**config.mk**
```make
export PLATFORM = sky130hd
export DESIGN_NAME = bgmc_update
export DESIGN_NICKNAME = d
export VERILOG_FILES = /design/src/rtl/bgmc_pkg.sv /design/src/rtl/bgmc_update.sv
export SDC_FILE = /design/constraint.sdc
export NUM_CORES = 1
export LEC_CHECK = 0
export BUFFER_PORTS_ARGS = -buffer_cell sky130_fd_sc_hd__buf_2
export CORE_MARGIN = 2
export CORE_UTILIZATION = 40
export DETAILED_ROUTE_END_ITERATION = 8
export GPL_TIMING_DRIVEN = 0
export PLACE_DENSITY = 0.71
export SYNTH_ARGS = -nofsm -noshare
export SYNTH_HDL_FRONTEND = slang
export SYNTH_SLANG_ARGS = --single-unit
```
**constraint.sdc**
```tcl
create_clock -name vclk -period 10.5
set_input_delay 1.575 -clock vclk [all_inputs]
set_output_delay 1.575 -clock vclk [all_outputs]
set_load 0.05 [all_outputs]
```
**src/rtl/bgmc_pkg.sv**
```systemverilog
`timescale 1ns / 1ps

package bgmc_pkg;

    // field widths
    localparam int unsigned PixW    = 8;
    localparam int unsigned AddrW   = 19;
    localparam int unsigned CntW    = 8;
    localparam int unsigned WarmW   = 4;
    localparam int unsigned CfgIdxW = 3;
    localparam int unsigned CfgW    = 8;

    // one store entry per raster position, addressed by the full address field
    localparam int unsigned FramePixels = 1 << AddrW;

    // configuration register indexes
    localparam logic [CfgIdxW-1:0] CFG_DIFF_THRESHOLD   = 3'd0;
    localparam logic [CfgIdxW-1:0] CFG_UPDATE_LIMIT     = 3'd1;
    localparam logic [CfgIdxW-1:0] CFG_WARMUP_FRAMES    = 3'd2;
    localparam logic [CfgIdxW-1:0] CFG_WARMUP_INCREMENT = 3'd3;
    localparam logic [CfgIdxW-1:0] CFG_STEADY_INCREMENT = 3'd4;

    // register reset values
    localparam logic [PixW-1:0]  RST_DIFF_THRESHOLD   = 8'd20;
    localparam logic [CntW-1:0]  RST_UPDATE_LIMIT     = 8'd70;
    localparam logic [WarmW-1:0] RST_WARMUP_FRAMES    = 4'd10;
    localparam logic [CntW-1:0]  RST_WARMUP_INCREMENT = 8'd15;
    localparam logic [CntW-1:0]  RST_STEADY_INCREMENT = 8'd2;

    localparam logic [CntW-1:0] CNT_MAX = 8'd255;

    // one store entry: background level and conflict count
    typedef struct packed {
        logic [PixW-1:0] bg;
        logic [CntW-1:0] cnt;
    } t_entry;

    // pixel context handed to the update logic
    typedef struct packed {
        logic [PixW-1:0] pix;
        logic            first;
        logic            warm;
    } t_pix_ctx;

    // live configuration
    typedef struct packed {
        logic [PixW-1:0] thr;
        logic [CntW-1:0] limit;
        logic [CntW-1:0] warm_inc;
        logic [CntW-1:0] steady_inc;
    } t_cfg;

    // update result
    typedef struct packed {
        t_entry entry;
        logic   fg;
        logic   replaced;
    } t_upd;

endpackage

```
**src/rtl/bgmc_update.sv**
```systemverilog
`timescale 1ns / 1ps

module bgmc_update
    import bgmc_pkg::*;
(
    input  t_pix_ctx i_ctx,
    input  t_entry   i_entry,
    input  t_cfg     i_cfg,
    output t_upd     o_upd
);

    logic [PixW-1:0] bg;
    logic [CntW-1:0] cnt0;
    logic [PixW-1:0] diff;
    logic            fg;
    logic [CntW:0]   sum1;
    logic [CntW-1:0] cnt1;
    logic [CntW:0]   sum2;
    logic [CntW-1:0] cnt2;

    // first frame loads the pixel and a cleared counter
    assign bg   = i_ctx.first ? i_ctx.pix : i_entry.bg;
    assign cnt0 = i_ctx.first ? '0 : i_entry.cnt;

    // absolute difference and threshold compare
    assign diff = (i_ctx.pix >= bg) ? (i_ctx.pix - bg) : (bg - i_ctx.pix);
    assign fg   = (diff >= i_cfg.thr);

    // warm-up add then steady add, each saturating
    assign sum1 = {1'b0, cnt0} + ((fg && i_ctx.warm) ? {1'b0, i_cfg.warm_inc} : '0);
    assign cnt1 = sum1[CntW] ? CNT_MAX : sum1[CntW-1:0];
    assign sum2 = {1'b0, cnt1} + (fg ? {1'b0, i_cfg.steady_inc} : '0);
    assign cnt2 = sum2[CntW] ? CNT_MAX : sum2[CntW-1:0];

    // replace above the limit, otherwise decay toward zero
    always_comb begin
        o_upd.fg        = fg;
        o_upd.replaced  = 1'b0;
        o_upd.entry.bg  = bg;
        o_upd.entry.cnt = cnt2;
        if (cnt2 > i_cfg.limit) begin
            o_upd.entry.bg  = i_ctx.pix;
            o_upd.entry.cnt = '0;
            o_upd.replaced  = 1'b1;
        end else if (cnt2 != '0) begin
            o_upd.entry.cnt = cnt2 - 1'b1;
        end
    end

endmodule

```
==> summary.md, run 1 <==
### Min path
- i_ctx[9] — launch point of the worst hold path
- o_upd[17] — worst-case hold path end point
- 4 — Hold Path Stages
- in2out — type of the most critical hold path

### Floorplanning
- 41.10% — initial cell density of the core
- 29 — placement row count
- 84.31 um — chip width
- 76 — top-level port count
- 84.31 um — die height
- 6277 um^2 — area of the core
- 7108 um^2 — die area

### Timing
- -107.6 ps — final setup slack of the worst path
- yes — unrepaired setup endpoints after global routing
- 0 — final hold viol count
- 101.0% — final cycle utilization of the critical path
- 503.9 ps — transition time at the pin with the least slew margin
- 0.09427 GHz — maximum clock frequency
- 17 — final number of setup-violating endpoints
- 0 — final slew viol count
- 65.95% — relative slew slack
- 10,610 ps — min Tclk post-route

### Placement
- 5822 um — Final HPWL DP
- 0.8203 — placer's final routability congestion estimate
- 75 — quantity of I/O buffers inserted on ports
- -1173 ps — Placement Setup Slack
- 522 — Placed Cells

### Synthesis
- 29.29% — Synth Area in Compound Gates
- 59 — synth unique cells
- compound AO/OA/AOI/OAI gates — combinational family with the most area after synthesis
- 370 — Post-Syn Instances
- 0% — proportion of synthesized chip area in sequential cells
- 26.87% — Adder-Cell Fraction of Synth Area
- 0 — total of warnings raised by yosys
- 6.973 um^2 — average size of a mapped cell
- 481 — post-synthesis net count
- 5.820% — proportion of synthesized area in mux cells
- 2580 um^2 — post-synthesis instance area
- 23.81% — post-synthesis simple-gate area fraction
- 5.432% — post-synthesis share of cell area spent on xor and xnor gates

### Flow run
- 0 — max-capacitance violation count

### Global routing
- 11 — pin count of the biggest net entering global routing
- 0 — antenna violations before repair
- 0 — remaining global-route overflow
- 13,720 um — first-pass GRT wire length
- 22.45% — total track usage
- 3,145 — vias in the first global route

### Route
- 0 — residual antenna-violating net count after detailed routing
- 8285 um — Routed WL
- 14.72 um — average routed wire per standard cell
- 84 — First DRT Iteration DRCs
- 5.421 — ratio of routed vias to standard cells
- 0 — DRC violations left
- 4 — first-pass iteration count of the detailed router
- 3,052 — vias

### Worst setup path
- in2out — start-to-end type of the worst setup path
- 8930 ps — required time worst endpoint
- 9 — largest fanout of any net on the critical path
- output port — element type at the critical path end
- primary input — Critical Path Source Type
- 9030 ps — arrival time reported for the critical path endpoint
- 350 ps — delay contributed by the slowest stage of the critical path
- fa_2 — slowest cell on the critical path

### Clocking
- 0 — post-cts hold buffer count

### Final layout
- 0 — Antenna Cells
- 47.74% — fraction of final layout cells with drive strength greater than 1
- 0 — num sequential
- 0 um^2 — combined flip-flop and latch cell area
- 599 — # nets final
- buf_2, buf_4, nand2_1 — most frequent cells in the layout
- buf_2 — commonest non-fill, non-tap cell in the layout
- 563 — Layout Cells excl Fill
- 534 — Layout fillers
- 0 — # clk buffers
- 62.66% — area added between synthesis and finish

### Outcome
- setup timing — failing checks
- complete, but fails checks — outcome

worst max-delay path: cells and delay by family:
kind                       cells  cell delay, ps
and+or+nand+nor                5             590
buffers and inverters          8            1140
adders and majority gates      7            1640
muxes                          3             750
AOI/OAI and AO/OA             18            3290
through the flow:
| stage | hold slack [ps] | utilization [%] | TNS (ps) | instance area (um^2) |
|---|---|---|---|---|
| 3_5_place_dp | 3628 | 55.25 | -17760 | 3468 |
| 4_1_cts | 3575 | 63.50 | -150.4 | 3986 |
| 2_1_floorplan | 3361 | - | -20.86 | 2997 |
| 3_3_place_gp | 3616 | 55.25 | -14930 | 3468 |
| 5_1_grt | 3583 | 66.85 | -6417 | 4197 |
| 6_report | 3570 | 66.85 | -1114 | 4197 |
layer usage:
layer	global-route usage [%]	wire [um]	vias to the layer above
li1	-	-	1537
met1	27.23	3482	1406
met2	44.37	4310	99
met3	1.180	384	10
met4	2.493	108	0
met5	0	0	-
cell type report:
class	instances	area, um^2	area share, %
plain buffers	11	160.2	3.816
inverters	43	161.4	3.846
multi-input cells	312	2953	70.36
well taps	77	96.34	2.296
repair buffers	120	825.8	19.68
how the worst max path moves through the flow:
stage,depth (start not counted),start,end,slack [ps]
floorplan,40,i_ctx[1],o_upd[3],-20
global placement,40,i_ctx[1],o_upd[14],-1000
detailed placement,41,i_ctx[1],o_upd[14],-1170
CTS,40,i_ctx[1],o_upd[8],-50
global route,38,i_ctx[1],o_upd[2],-440
finish,41,i_ctx[1],o_upd[14],-110
repair_timing:
| item | 4_1_cts | 5_1_grt |
|---|---|---|
| pin swaps | 28 | 19 |
| gates cloned | 2 | 0 |
| setup buffers | 30 | 13 |
| resized for setup | 70 | 26 |
| endpoints found under the setup margin | 17 | 17 |
kinds of logic (layout without fill, tap and decap cells):
family	count (synthesis)	in the layout
xor gates and xnor gates	16	16
adders and majority gates	53	53
AOI/OAI and AO/OA	109	109
buffers and inverters	58	174
and+or+nand+nor	120	120
muxes	14	14
synthesized netlist by cell type (all sizes together) (3+ instances only):
library cell,number,share of area [%]
a211oi,4,1.2
a21o,9,2.6
a21oi,32,6.2
and2,3,0.82
and3,3,0.73
and4,3,1.0
buf,6,1.2
clkbuf,9,1.3
fa,4,3.1
ha,49,24
inv,43,6.3
mux2,8,3.5
mux2i,6,2.3
nand2,47,6.8
nand2b,5,1.2
nand3,4,0.78
nand3b,3,0.87
nor2,17,2.5
nor2b,13,3.2
nor3,8,1.6
o2111ai,3,1.3
o211ai,6,1.9
o21a,7,2.0
o21ai,28,5.6
o21bai,3,0.87
o31ai,5,1.6
xnor2,7,2.4
xor2,9,3.1
Power of run 1 is left out: the tool's default activity adds up to more than one toggle a clock period on the data nets, which glitch-free logic cannot reach.
==> run 2, diff against run 1 <==
--- a/config.mk
+++ b/config.mk
@@ -11,6 +11,7 @@
 export DETAILED_ROUTE_END_ITERATION = 8
 export GPL_TIMING_DRIVEN = 0
 export PLACE_DENSITY = 0.71
+export REMOVE_ABC_BUFFERS = 1
 export SYNTH_ARGS = -nofsm -noshare
 export SYNTH_HDL_FRONTEND = slang
 export SYNTH_SLANG_ARGS = --single-unit
==> run 2 against run 1 <==
The flow still finishes with violations (setup timing). Sequential share of layout area unchanged. Die area unchanged. Count of clock-buffer cells in the layout unchanged. Core utilization decreased by 3.8 points. Critical path type unchanged. Highest routed layer unchanged.
==> summary.md, run 2 (synthesized netlist as in run 1, its figures left out) <==
### Final layout
- 0 — num sequential
- 45.61% — fraction of final layout cells with drive strength greater than 1
- 0 — Antenna Cells
- 53.44% — area added between synthesis and finish
- 0 um^2 — combined flip-flop and latch cell area
- 63.07% — utilization of the core after routing
- buf_2 — commonest non-fill, non-tap cell in the layout
- buf_2, buf_4, nand2_1 — most frequent cells in the layout
- 0 — # clk buffers
- 591 — # nets final

### Timing
- 0 — final slew viol count
- -192.0 ps — final setup slack of the worst path
- 16 — final number of setup-violating endpoints
- 10,690 ps — min Tclk post-route
- 443.7 ps — transition time at the pin with the least slew margin
- 101.8% — final cycle utilization of the critical path
- 70.11% — relative slew slack
- yes — unrepaired setup endpoints after global routing
- 0 — final hold viol count
- 0.09353 GHz — maximum clock frequency

### Worst setup path
- 8930 ps — required time worst endpoint
- output port — element type at the critical path end
- 9 — largest fanout of any net on the critical path
- in2out — start-to-end type of the worst setup path
- primary input — Critical Path Source Type
- a2111oi_4 — slowest cell on the critical path
- 9120 ps — arrival time reported for the critical path endpoint
- 470 ps — delay contributed by the slowest stage of the critical path

### Floorplanning
- 6277 um^2 — area of the core
- 84.31 um — die height
- 41.10% — initial cell density of the core
- 7108 um^2 — die area
- 84.31 um — chip width
- 29 — placement row count
- 76 — top-level port count

### Min path
- in2out — type of the most critical hold path

### Route
- 7972 um — Routed WL
- 60 — First DRT Iteration DRCs
- 0 — residual antenna-violating net count after detailed routing
- 0 — DRC violations left
- 4 — first-pass iteration count of the detailed router
- 5.387 — ratio of routed vias to standard cells
- 2,990 — vias
- 14.36 um — average routed wire per standard cell

### Global routing
- 11,580 um — first-pass GRT wire length
- 2,703 — vias in the first global route
- 0 — antenna violations before repair
- 0 — remaining global-route overflow
- 18.57% — total track usage
- 17 — pin count of the biggest net entering global routing

### Outcome
- setup timing — failing checks
- complete, but fails checks — outcome

### Placement
- 5117 um — Final HPWL DP
- 76 — quantity of I/O buffers inserted on ports
- 0.8064 — placer's final routability congestion estimate

### Flow run
- 0 — max-capacitance violation count

-- run 2: worst max-delay path: cells and delay by family --
family / cells / cell delay (ps)
AO/OA/AOI/OAI: 15 / 2850
AND/OR/NAND/NOR: 4 / 640
XOR/XNOR: 1 / 130
buffers and inverters: 7 / 880
adder cells (fa/ha/maj): 8 / 2030
multiplexers: 4 / 1000
-- run 2: worst paths after layout --
kind | startpoint | endpoint | slack, ps | depth (start not counted)
worst max-delay path | i_ctx[1] | o_upd[5] | -190 | 39
worst min-delay path | i_ctx[7] | o_upd[15] | 3550 | 4
-- run 2: per-stage QoR --
| stage | setup WS (ps) | hold slack, ps | setup TNS, ps | cells | area, um^2 |
|---|---|---|---|---|---|
| after floorplan | -2154 | 3494 | -32490 | 355 | 2515 |
| after global placement | -2993 | 3563 | -49370 | 508 | 2992 |
| after detailed placement | -2214 | 3570 | -35570 | 509 | 3010 |
| after CTS | 8.172 | 3557 | 0 | 529 | 3407 |
| after global routing | -568.4 | 3574 | -8441 | 555 | 3959 |
| final | -192.0 | 3551 | -2027 | 555 | 3959 |
-- run 2: layout make-up --
cell class,count,area (um^2)
Fill cell,541,2318
Inverter,43,161.4
Multi-Input combinational cell,312,2805
Tap cell,77,96.34
Timing Repair Buffer,123,895.9
-- run 2: repair_timing --
| item | CTS | global route |
|---|---|---|
| hold buffers | 0 | 0 |
| setup endpoints to repair | 17 | 17 |
| gates resized for setup | 63 | 81 |
| pin swaps | 17 | 39 |
| gates cloned | 1 | 1 |
| setup buffers | 19 | 25 |
-- run 2: routing by layer --
layer,vias to the layer above,part of all wire [%],track usage [%]
met4,0,1.4,2.346
met3,10,3.6,0.5900
met2,86,51,33.84
met1,1375,43,24.96
met5,-,0,0
li1,1519,-,-
Power of run 2 is left out for the same reason.
==> run 3, diff against run 2 <==
--- a/config.mk
+++ b/config.mk
@@ -6,7 +6,7 @@
 export NUM_CORES = 1
 export LEC_CHECK = 0
 export BUFFER_PORTS_ARGS = -buffer_cell sky130_fd_sc_hd__buf_2
-export CORE_MARGIN = 2
+export CORE_MARGIN = 4
 export CORE_UTILIZATION = 40
 export DETAILED_ROUTE_END_ITERATION = 8
 export GPL_TIMING_DRIVEN = 0
==> constraint.sdc (replaced) <==
create_clock -name vclk -period 10.5
set_input_delay 2.1 -clock vclk [all_inputs]
set_output_delay 2.1 -clock vclk [all_outputs]
set_load 0.05 [all_outputs]
==> run 3 against run 2 <==
Via count rose by 1.9%. Cell count rose by 0.54%. Non-clock buffer count rose by 4. First-iteration DRC count rose by 130%. The flow still finishes with violations (setup timing). Wire length rose by 3.4%. Hold slack improved by 1100 ps. Sequential share of layout area did not move. Critical path depth rose by 2. Largest cell class unchanged. Sequential cell count did not move. Die area rose by 9.7%. Critical path type unchanged. Global-route usage rose by 1.4 points. Setup slack got worse by 850 ps.
==> summary.md, run 3 (synthesized netlist as in run 1, its figures left out) <==
### Final layout
- 47.62% — fraction of final layout cells with drive strength greater than 1
- buf_2, buf_4, nand2_1 — most frequent cells in the layout
- 2920 um^2 — area used by multi-input combinational logic
- 59.17% — area added between synthesis and finish
- buf_2 — commonest non-fill, non-tap cell in the layout
- 0 — # clk buffers
- 4106 um^2 — post-route design area
- 0 um^2 — combined flip-flop and latch cell area
- 0 — num sequential
- 503 — Layout fillers
- 558 — Layout Cells excl Fill
- 0 — Antenna Cells
- 596 — # nets final

### Floorplanning
- 76 — top-level port count
- 7799 um^2 — die area
- 28 — placement row count
- 42.32% — initial cell density of the core
- 88.31 um — die height
- 88.31 um — chip width
- 6096 um^2 — area of the core

### Flow run
- 0 — max-capacitance violation count

### Placement
- 3008 um^2 — placed standard-cell area
- 507 — Placed Cells
- 5202 um — Final HPWL DP
- 0.8435 — placer's final routability congestion estimate
- 76 — quantity of I/O buffers inserted on ports

### Worst setup path
- output port — element type at the critical path end
- 8400 ps — required time worst endpoint
- 9450 ps — arrival time reported for the critical path endpoint
- a21oi_2 — most repeated library cell on the critical path
- a2111oi_4 — slowest cell on the critical path
- primary input — Critical Path Source Type
- 8 — largest fanout of any net on the critical path
- 460 ps — delay contributed by the slowest stage of the critical path
- in2out — start-to-end type of the worst setup path

### Timing
- -1046 ps — final setup slack of the worst path
- 11,550 ps — min Tclk post-route
- 541.7 ps — transition time at the pin with the least slew margin
- 63.89% — relative slew slack
- yes — unrepaired setup endpoints after global routing
- 110.0% — final cycle utilization of the critical path
- 0 — final slew viol count
- 0.08661 GHz — maximum clock frequency
- 0 — final hold viol count
- 17 — final number of setup-violating endpoints

### Route
- 14.77 um — average routed wire per standard cell
- 137 — First DRT Iteration DRCs
- 5.462 — ratio of routed vias to standard cells
- 0 — residual antenna-violating net count after detailed routing
- 0 — DRC violations left
- 3,048 — vias
- 4 — first-pass iteration count of the detailed router
- 8241 um — Routed WL

### Outcome
- complete, but fails checks — outcome
- setup timing — failing checks

### Min path
- 4 — Hold Path Stages
- in2out — type of the most critical hold path

### Global routing
- 0 — remaining global-route overflow
- 3,032 — vias in the first global route
- 13,030 um — first-pass GRT wire length
- 12 — pin count of the biggest net entering global routing
- 0 — antenna violations before repair
- 19.96% — total track usage

### Clocking
- 0 — post-cts hold buffer count

==> run 3: cell types whose count changed in the layout (fill, tap and decap cells not counted), moves of 4 or more <==
cell and delta:
a21oi_4 +7, nor2_2 +5, a21oi_2 -9, ha_1 -4, nor2_1 -5, ha_4 +4
==> run 3: path summary, 6_finish.rpt <==
| kind | from | end | slack, ps |
|---|---|---|---|
| worst min-delay path | i_ctx[4] | o_upd[12] | 4610 |
| worst max-delay path | i_ctx[1] | o_upd[10] | -1050 |
==> run 3: through the flow <==
step	hold slack, ps	setup TNS [ps]	util [%]	setup slack [ps]
2_1_floorplan	4544	-50340	-	-3204
3_3_place_gp	4616	-68170	49.04	-4102
3_5_place_dp	4624	-54030	49.34	-3346
4_1_cts	4611	-12300	63.53	-822.7
5_1_grt	4623	-22210	67.36	-1414
6_report	4607	-16370	67.36	-1046
==> run 3: cell type report <==
cell class	instances	share of cell area, %
Inverter	43	3.991
Multi-Input combinational cell	313	71.12
Tap cell	75	2.285
Timing Repair Buffer	127	22.61
==> run 3: worst max-delay path, delay by kind of cell <==
| kind | cells | cell delay, ps |
|---|---|---|
| AO/OA/AOI/OAI | 15 | 2830 |
| XOR/XNOR | 1 | 140 |
| adder cells (fa/ha/maj) | 8 | 1940 |
| buffers and inverters | 8 | 1000 |
| multiplexers | 4 | 840 |
| AND/OR/NAND/NOR | 5 | 580 |
==> run 3: timing repair <==
action / 4_1_cts / 5_1_grt
gates cloned: 2 / 0
resized for setup: 134 / 35
setup endpoints to repair: 17 / 17
setup buffers: 37 / 13
pin swaps: 43 / 27
==> run 3: routing by layer <==
metal  wire (um)  vias to the layer above  track usage [%]  part of all wire (%)
met2        4148                       86            36.85                    50
met3         458                       14            1.490                   5.6
li1            -                     1530                -                     -
met1        3420                     1418            25.28                    41
met5           0                        -                0                     0
met4         214                        0            4.121                   2.6
Power of run 3 is left out for the same reason.
